## src/rtl/core/ash_pkg.sv

```systemverilog
`timescale 1ns / 1ps
// ---------------------------------------------------------------------------
// ash_pkg
// Shared types and codes of the alignment statistics histogrammer.
// ---------------------------------------------------------------------------
package ash_pkg;

  // word function codes
  localparam logic [1:0] FN_RECORD = 2'd0;
  localparam logic [1:0] FN_FINAL  = 2'd1;
  localparam logic [1:0] FN_READ   = 2'd2;

  // table selector codes
  localparam logic [2:0] TS_COUNTERS = 3'd0;
  localparam logic [2:0] TS_LENGTH   = 3'd1;
  localparam logic [2:0] TS_ALLREF   = 3'd2;
  localparam logic [2:0] TS_PRIMREF  = 3'd3;
  localparam logic [2:0] TS_EDIT     = 3'd4;
  localparam logic [2:0] TS_REPL     = 3'd5;

  // scalar counter numbers
  localparam int unsigned NUM_COUNTERS = 10;
  localparam logic [3:0] C_ALN     = 4'd0;
  localparam logic [3:0] C_PRIM    = 4'd1;
  localparam logic [3:0] C_MAPPED  = 4'd2;
  localparam logic [3:0] C_PMAPPED = 4'd3;
  localparam logic [3:0] C_DUP     = 4'd4;
  localparam logic [3:0] C_FWD     = 4'd5;
  localparam logic [3:0] C_REV     = 4'd6;
  localparam logic [3:0] C_SAME    = 4'd7;
  localparam logic [3:0] C_BASES   = 4'd8;
  localparam logic [3:0] C_EDIT    = 4'd9;

  // result queue depth
  localparam int unsigned OUT_DEPTH = 3;

  // one access to a histogram bank
  typedef struct packed {
    logic req;   // access this cycle
    logic bump;  // 1: increment the bin, 0: read it out
  } hist_op_t;

endpackage

```

## src/rtl/core/ash_out_fifo.sv

```systemverilog
`timescale 1ns / 1ps
// ---------------------------------------------------------------------------
// ash_out_fifo
// Small result queue between the pipeline and the output channel.
// ---------------------------------------------------------------------------
module ash_out_fifo import ash_pkg::*; #(
  parameter int unsigned W = 65
) (
  input  logic         clk_i,
  input  logic         rst_ni,
  input  logic         push_i,
  input  logic [W-1:0] data_i,
  input  logic         pop_i,
  output logic         valid_o,
  output logic [W-1:0] data_o,
  output logic [1:0]   count_o
);

  logic [W-1:0] buf_q [OUT_DEPTH];
  logic [1:0]   wr_q, rd_q, cnt_q;

  function automatic logic [1:0] nxt(input logic [1:0] p);
    return (p == 2'(OUT_DEPTH - 1)) ? 2'd0 : p + 2'd1;
  endfunction

  assign valid_o = (cnt_q != 2'd0);
  assign data_o  = buf_q[rd_q];
  assign count_o = cnt_q;

  always_ff @(posedge clk_i) begin
    if (push_i) begin
      buf_q[wr_q] <= data_i;
    end
  end

  always_ff @(posedge clk_i or negedge rst_ni) begin
    if (!rst_ni) begin
      wr_q  <= 2'd0;
      rd_q  <= 2'd0;
      cnt_q <= 2'd0;
    end else begin
      if (push_i) wr_q <= nxt(wr_q);
      if (pop_i)  rd_q <= nxt(rd_q);
      cnt_q <= cnt_q + 2'(push_i) - 2'(pop_i);
    end
  end

endmodule

```

## config.mk

```make
export PLATFORM = sky130hd
export DESIGN_NAME = ash_out_fifo
export DESIGN_NICKNAME = d
export VERILOG_FILES = /design/src/rtl/core/ash_pkg.sv /design/src/rtl/core/ash_out_fifo.sv
export SDC_FILE = /design/constraint.sdc
export NUM_CORES = 1
export LEC_CHECK = 0
export BUFFER_PORTS_ARGS = -buffer_cell sky130_fd_sc_hd__buf_2
export CORE_ASPECT_RATIO = 0.6
export CORE_MARGIN = 10
export CORE_UTILIZATION = 40
export DETAILED_ROUTE_END_ITERATION = 7
export HOLD_SLACK_MARGIN = 0.06
export PLACE_DENSITY_LB_ADDON = 0.3
export SLEW_MARGIN = 20
export SYNTH_ARGS = -nofsm -noshare
export SYNTH_HDL_FRONTEND = slang
export SYNTH_SLANG_ARGS = --single-unit
```

## constraint.sdc

```tcl
create_clock -name clk_i -period 7.2 [get_ports clk_i]
set_clock_uncertainty 0.1 [all_clocks]
set_input_delay 0.36 -clock clk_i [delete_from_list [all_inputs] [get_ports clk_i]]
set_output_delay 0.36 -clock clk_i [all_outputs]
set_load 0.1 [all_outputs]
```

-- After elaboration in Yosys (flattened, before gate mapping)
Memory sizes are Yosys's and may differ from the RTL's.
Cells that the tools add are included.
- flip-flop bits (word level): 6
- memory bits (writable): 195
- bits of input ports: 69
- output and inout bits: 68
- memories: 1
- memory list (memory ; words ; width ; read ports ; clocked after memory_dff ; write ports ; line ; source):
    buf_q ; 3 ; 65 ; 1 ; 0 ; 1 ; ash_out_fifo.sv:19 ; logic [W-1:0] buf_q [OUT_DEPTH];
- $add $sub $neg: 4
- eq/ne operators: 2
- muxes and demuxes: 4
- reduce and logical (&&, ||, !) cells: 1
- operators by type and width (kind ; count):
    $add A2 B1 Y2 const B ; 2
    $eq A2 B2 Y1 const B ; 2
    $mux W2 ; 2
    $add A2 B1 Y2 ; 1
    $mux W1 ; 2
    $reduce_bool A2 Y1 ; 1
    $sub A2 B1 Y2 ; 1

-- Depth between registers and ports, before layout
Gate-level depths: netlist (run 1).
- depth in word-level cells: 2
- gate-level depth with buffers: 6
- gate-level depth less buffers: 6

-- Worst setup path before layout (run 1)
OpenSTA, ideal clock, no wires.
- kind: reg-to-reg
- from: register wr_q[1]
- to: memory buf_q[0][0] (enable)
- arrival: 5.229 ns
- required time: 6.516 ns
- slack: 1.288 ns
- cell stages (with the launch flop): 2
- buffers on the path: 0
- period minus slack after synthesis: 5.912 ns
- cells stage by stage: dfrtp_1 > nor3b_1
- RTL lines (what ; line ; source):
    start, declared ; ash_out_fifo.sv:20 ; logic [1:0] wr_q, rd_q, cnt_q;
    start signal, assigned ; ash_out_fifo.sv:42 ; if (push_i) wr_q <= nxt(wr_q);
    end, declared ; ash_out_fifo.sv:19 ;
Straight into the memory's write port.

-- Worst setup path after layout (run 1)
- from: register rd_q[0]
- to: output data_o[2]
- word-level cells in the longest chain between the ends: 1
- ends and longest elaborated chain (what ; line ; source):
    start, declared ; ash_out_fifo.sv:20 ;
    start signal, assigned ; ash_out_fifo.sv:43 ; if (pop_i) rd_q <= nxt(rd_q);
    $mem_v2 Z3 W65 ; -- ;
    end, declared ; ash_out_fifo.sv:15 ; output logic [W-1:0] data_o,
No other way between the ends.

==> results of run 1 <==
[layout make-up]
type	instances	area share [%]
repair buffers	211	14.6
well taps	240	3.11
diodes	2	0.0518
clock buffers	23	5.07
multi-input cells	210	14.0
inverters	4	0.155
flip-flops and latches	201	62.2
clock inverters	11	0.802
[Yosys cell counts, drive strengths merged (2+ instances only)]
cell	n
buf	17
clkbuf	5
dfrtp	6
edfxtp	195
ha	2
inv	4
mux2i	67
nand2	66
nand2b	2
nor3b	2
o21ai	66
xnor2	2
[flip-flops by register name (all words and copies together), names as in the netlist]
signal   flops
buf_q      195
rd_q         2
wr_q         2
count_o      2
[worst max-delay path: stages, from the launching register on]
cell and delay, ns:
dfrtp_4 0.71, buf_4 0.74, mux2i_1 0.16, o21ai_0 0.30
buf_2 0.50
[metrics by stage]
| stage | area, um2 | instances | power [W] | setup slack (ns) | utilization (%) |
|---|---|---|---|---|---|
| final | 9670 | 902 | 0.00398 | 3.81 | 52.8 |
| after global routing | 9670 | 901 | 0.00414 | 3.61 | 52.8 |
| after CTS | 9660 | 900 | 0.00404 | 3.77 | 52.8 |
| after detailed placement | 8420 | 798 | 0.00307 | 4.30 | 46.0 |
| after global placement | 8420 | 798 | 0.00306 | 4.33 | 46.0 |
| after floorplan | 7540 | 437 | 0.00283 | 1.29 | - |
[cells by family after synthesis]
group	share of synthesized area, %
AOI/OAI and AO/OA	4.48
xor gates and xnor gates	0.232
adders and majority gates	0.332
buffers and inverters	2.67
DFF	79.6
muxes	8.89
and+or+nand+nor	3.78
[final timing paths]
check | startpoint | slack, ns | to | depth (start not counted)
worst min-delay path | rst_ni | 0.16 | wr_q[0] | 2
max in group asynchronous | rst_ni | 6.68 | rd_q[0] | 2
worst min register to register | wr_q[0] | 0.47 | wr_q[0] | 1
min in group clk_i | wr_q[0] | 0.47 | wr_q[0] | 1
worst max-delay path | rd_q[0] | 3.81 | data_o[2] | 4
worst max register to register | wr_q[0] | 4.91 | buf_q[1][18] | 3
[routing by layer]
layer	track usage (%)	part of all wire, %	vias to the layer above
met5	0	0	-
li1	-	-	2074
met3	4.75	9.1	26
met1	16.2	44	2079
met4	3.02	1.8	0
met2	19.0	45	138
[power by group through the flow]
stage / logic (W) / clock network [W] / registers (W)
2_1_floorplan: 0.00125 / 0 / 0.00158
3_3_place_gp: 0.00150 / 0 / 0.00156
3_5_place_dp: 0.00151 / 0 / 0.00156
4_1_cts: 0.00154 / 0.000955 / 0.00154
5_1_grt: 0.00159 / 0.00100 / 0.00155
6_report: 0.00152 / 0.000926 / 0.00153
==> impl_metrics.tcl, run 1 <==
set metrics [dict create \
    run_status "completed" \
    worst-path-max-fanout 43 \
    async_flop_share_pct 2.99 \
    port_buffers 136 \
    setup_viol 0 \
    syn-mean-instance-area_um2 17.3 \
    clock.fmax_mhz 295 \
    h-tree-depth 1 \
    routed_via_density 4.79 \
    ys.flop_type "edfxtp_1" \
    final_common_cell "edfxtp_1" \
    yosysTopAreaCellShare_pct 77.6 \
    yosysTopAreaCell "edfxtp_1" \
    fin_tns_setup_ns 0 \
    multi_input_comb_area_mm2 0.00135 \
    grt_start_max_net_pins 87 \
    p_per_area_mw_per_mm2 412 \
    final_cell_mix "195 x edfxtp_1, 136 x buf_2, 68 x dlygate4sd3_1" \
    ios 137 \
    clkSinkCount 201 \
    period_minus_slack_ns 3.39 \
    antenna_found_initial 1 \
    ys_seq_area_share_pct 79.6 \
    fp.dieW_um 197 \
    grt_pass1_vias 4358 \
    internal-power_w 0.00223 \
    worst-slew-pin-transition_ns 0.824 \
    dp_hpwl_mm 9.98 \
    gp_congestion 0.771 \
    drive_above_1_share_pct 26.5 \
    max-clock-path-buffers 3 \
    syn_area_mm2 0.00754 \
    num-nets-final 718 \
    combPwrFrac_pct 38.2 \
    grt_pass1_wl_mm 24.4 \
    clk_pin_slew_worst_paths_ns 0.06 \
    rsz0062_at_grt "no" \
    finalCritPeriodShare_pct 47.0 \
    synth_nets 508 \
    maxCapViolCount 0 \
    dr.pass1.iters 4 \
    yosys_warnings 0 \
    cts_hold_buf 68 \
    drcViolationCount 0 \
    cts_resized 0 \
    critPathKind "reg2out" \
    power_frac_clock_pct 23.2 \
    grtUsageTotal_pct 12.3 \
    maxSlewViolCount 0 \
    switchingPower_w 0.00175 \
    start_util_pct 41.2 \
    fill_cells 1485 \
    wl_per_cell_um 17.7 \
    num_vias 4317 \
    die_area_mm2 0.0249 \
    leakage_nw 3.61 \
    die_y_um 126 \
    switching_share_pct 43.9 \
    drt_wl_total_mm 16.0 \
    worstHoldPathType "in2async" \
    required_ns 6.74 \
    hold_violations 0 \
    whs_ns 0.156 \
    ys_seq_elements 201 \
    cts_buffers 19 \
    seqPwrFrac_pct 38.5 \
    drt_iter0_markers 318 \
    ys_types 19 \
    cp-start-kind "register" \
    max-slew-margin-rel_pct 45.1 \
    ir_drop_mv 0.394 \
    postCtsSetupBuffers 0 \
    synthCells 437 \
    clk_latency_ns 0.48 \
    coreArea_mm2 0.0183 \
    area.growth.synth_to_final_pct 28.2 \
    gr-total-overflow 0 \
    synth_edf_count 195 \
    row_count 38 \
    root_buffer "clkbuf_16" \
    regArea_mm2 0.00601 \
    yosys-top-cells-area "edfxtp_1 78%, mux2i_1 8.9%, nand2_1 3.3%" \
    tritoncts "done" \
    critPathCaptureType "output pin" \
    critPathArrivalTime_ns 2.93 \
    detail-route-antenna-nets 0 \
]
No activity file was read; power rests on OpenSTA's default activity.
==> run 2, diff against run 1 <==
Clock period 7.2 ns to 2.8 ns, I/O delays scaled along.
==> run 2 against run 1 <==
Compared with the run above: cell area rose by 1.0%; largest cell class unchanged; flip-flop and latch count is the same; non-clock buffer count increased by 6; critical endpoint is now data_o[59]; largest power group is now combinational cells.
==> impl_metrics.tcl, run 2 (synthesized netlist as in run 1, its figures left out) <==
set metrics [dict create \
    die_area_mm2 0.0249 \
    finalCritPeriodShare_pct 90.2 \
    critPathCaptureType "output pin" \
    run_status "completed" \
    setup_viol 0 \
    fp.dieW_um 197 \
    routed_via_density 4.77 \
    largest_register_ffs 195 \
    critPathArrivalTime_ns 2.28 \
    fin_ws_ns 0.276 \
    gr-total-overflow 0 \
    pre_cts_ws_ns 0.603 \
    period_minus_slack_ns 2.52 \
    drive_above_1_share_pct 27.4 \
    grt_pass1_wl_mm 24.5 \
    final_area_mm2 0.00977 \
    wl_per_cell_um 17.8 \
    tritoncts "done" \
    maxSlewViolCount 0 \
    dp_hpwl_mm 9.47 \
    coreArea_mm2 0.0183 \
    gp_congestion 0.728 \
    leakage_nw 3.66 \
    cts_buffers 19 \
    worst-path-max-fanout 44 \
    port_buffers 136 \
    detail-route-antenna-nets 0 \
    ios 137 \
    fin_tns_setup_ns 0 \
    critPathKind "reg2out" \
    required_ns 2.56 \
    drt_wl_total_mm 16.1 \
    worst-slew-pin-transition_ns 0.647 \
    num_vias 4312 \
    final_common_cell "edfxtp_1" \
    maxCapViolCount 0 \
    antenna_found_initial 0 \
    final_cell_mix "195 x edfxtp_1, 136 x buf_2, 69 x dlygate4sd3_1" \
    top_register "buf_q" \
    max-slew-margin-rel_pct 56.9 \
    row_count 38 \
    max-clock-path-buffers 3 \
    dr.pass1.iters 4 \
    fin_cells 904 \
    start_util_pct 41.2 \
    h-tree-depth 1 \
    ir_drop_mv 0.689 \
    whs_ns 0.299 \
    grt_start_max_net_pins 87 \
    grt_pass1_vias 4526 \
    place_area_mm2 0.00848 \
    drt_iter0_markers 191 \
    clock.fmax_mhz 396 \
    num-nets-final 724 \
    hold_violations 0 \
    numPlacedInstances 802 \
    cp-start-kind "register" \
    rsz0062_at_grt "no" \
    clkSinkCount 201 \
    die_y_um 126 \
    antenna_cells 0 \
    grtUsageTotal_pct 12.2 \
    clk_pin_slew_worst_paths_ns 0.06 \
    drcViolationCount 0 \
    area.growth.synth_to_final_pct 29.5 \
    p_per_area_mw_per_mm2 1060 \
    worstHoldPathType "in2reg" \
    root_buffer "clkbuf_16" \
    clk_latency_ns 0.46 \
]
## run 2: changes by cell type in the layout (fill, tap and decap cells not counted), moves of 2 or more
cell,previous run,this run
o21ai_0,26,0
o21ai_1,40,66
clkbuf_1,4,0
buf_12,0,2
buf_4,7,9
clkinvlp_4,0,2
diode_2,2,0
nor3b_2,2,0
nor3b_4,0,2
## run 2: per-stage QoR
| step | util (%) | total power, W |
|---|---|---|
| floorplan | - | 0.00727 |
| global placement | 46.3 | 0.00791 |
| detailed placement | 46.3 | 0.00795 |
| CTS | 53.2 | 0.0104 |
| global route | 53.3 | 0.0107 |
| finish | 53.3 | 0.0103 |
## run 2: worst paths after layout
path                                 start      endpoint  slack, ns  depth (start not counted)
max in group asynchronous           rst_ni       rd_q[1]       1.84                          3
worst min-delay path            data_i[62]  buf_q[2][62]       0.30                          2
min in group asynchronous           rst_ni    count_o[0]       0.51                          3
worst min register to register  count_o[1]    count_o[1]       0.53                          2
worst max-delay path               rd_q[1]    data_o[59]       0.28                          3
worst max register to register     wr_q[1]  buf_q[0][52]       1.10                          2
## run 2: final cells by class
| cell class | count | area (um2) |
|---|---|---|
| Tap cell | 240 | 300 |
| Inverter | 4 | 15.0 |
| Clock inverter | 13 | 88.8 |
| Clock buffer | 19 | 475 |
| Multi-Input combinational cell | 210 | 1370 |
| Sequential cell | 201 | 6010 |
| Fill cell | 1479 | 8540 |
| Timing Repair Buffer | 217 | 1510 |
## run 2: report_power, final
group          internal (W)  total (W)  leakage [nW]  switching [W]
registers           0.00376    0.00396          1.87       0.000196
clock network       0.00133    0.00237         0.276        0.00105
logic              0.000697    0.00400          1.51        0.00330
## run 2: per-layer routing
metal  vias to the layer above  track usage, %  routed length [um]  part of all wire (%)
met5                         -               0                   0                     0
met4                         0            2.66                 319                   2.0
met3                        25            4.17                1320                   8.2
met2                       131            19.7                7340                    46
met1                      2084            15.6                7140                    44
li1                       2072               -                   -                     -
## run 2: repair_timing
action	CTS	global route
hold endpoints to repair	207	0
buffers inserted	0	1
hold buffers	69	0
endpoints found under the setup margin	0	10
resized for setup	0	0
## run 2: critical path, stage by stage, from the launching register on
cell and delay (ns):
dfrtp_4 0.74, buf_16 0.30, o21ai_1 0.27, buf_2 0.48
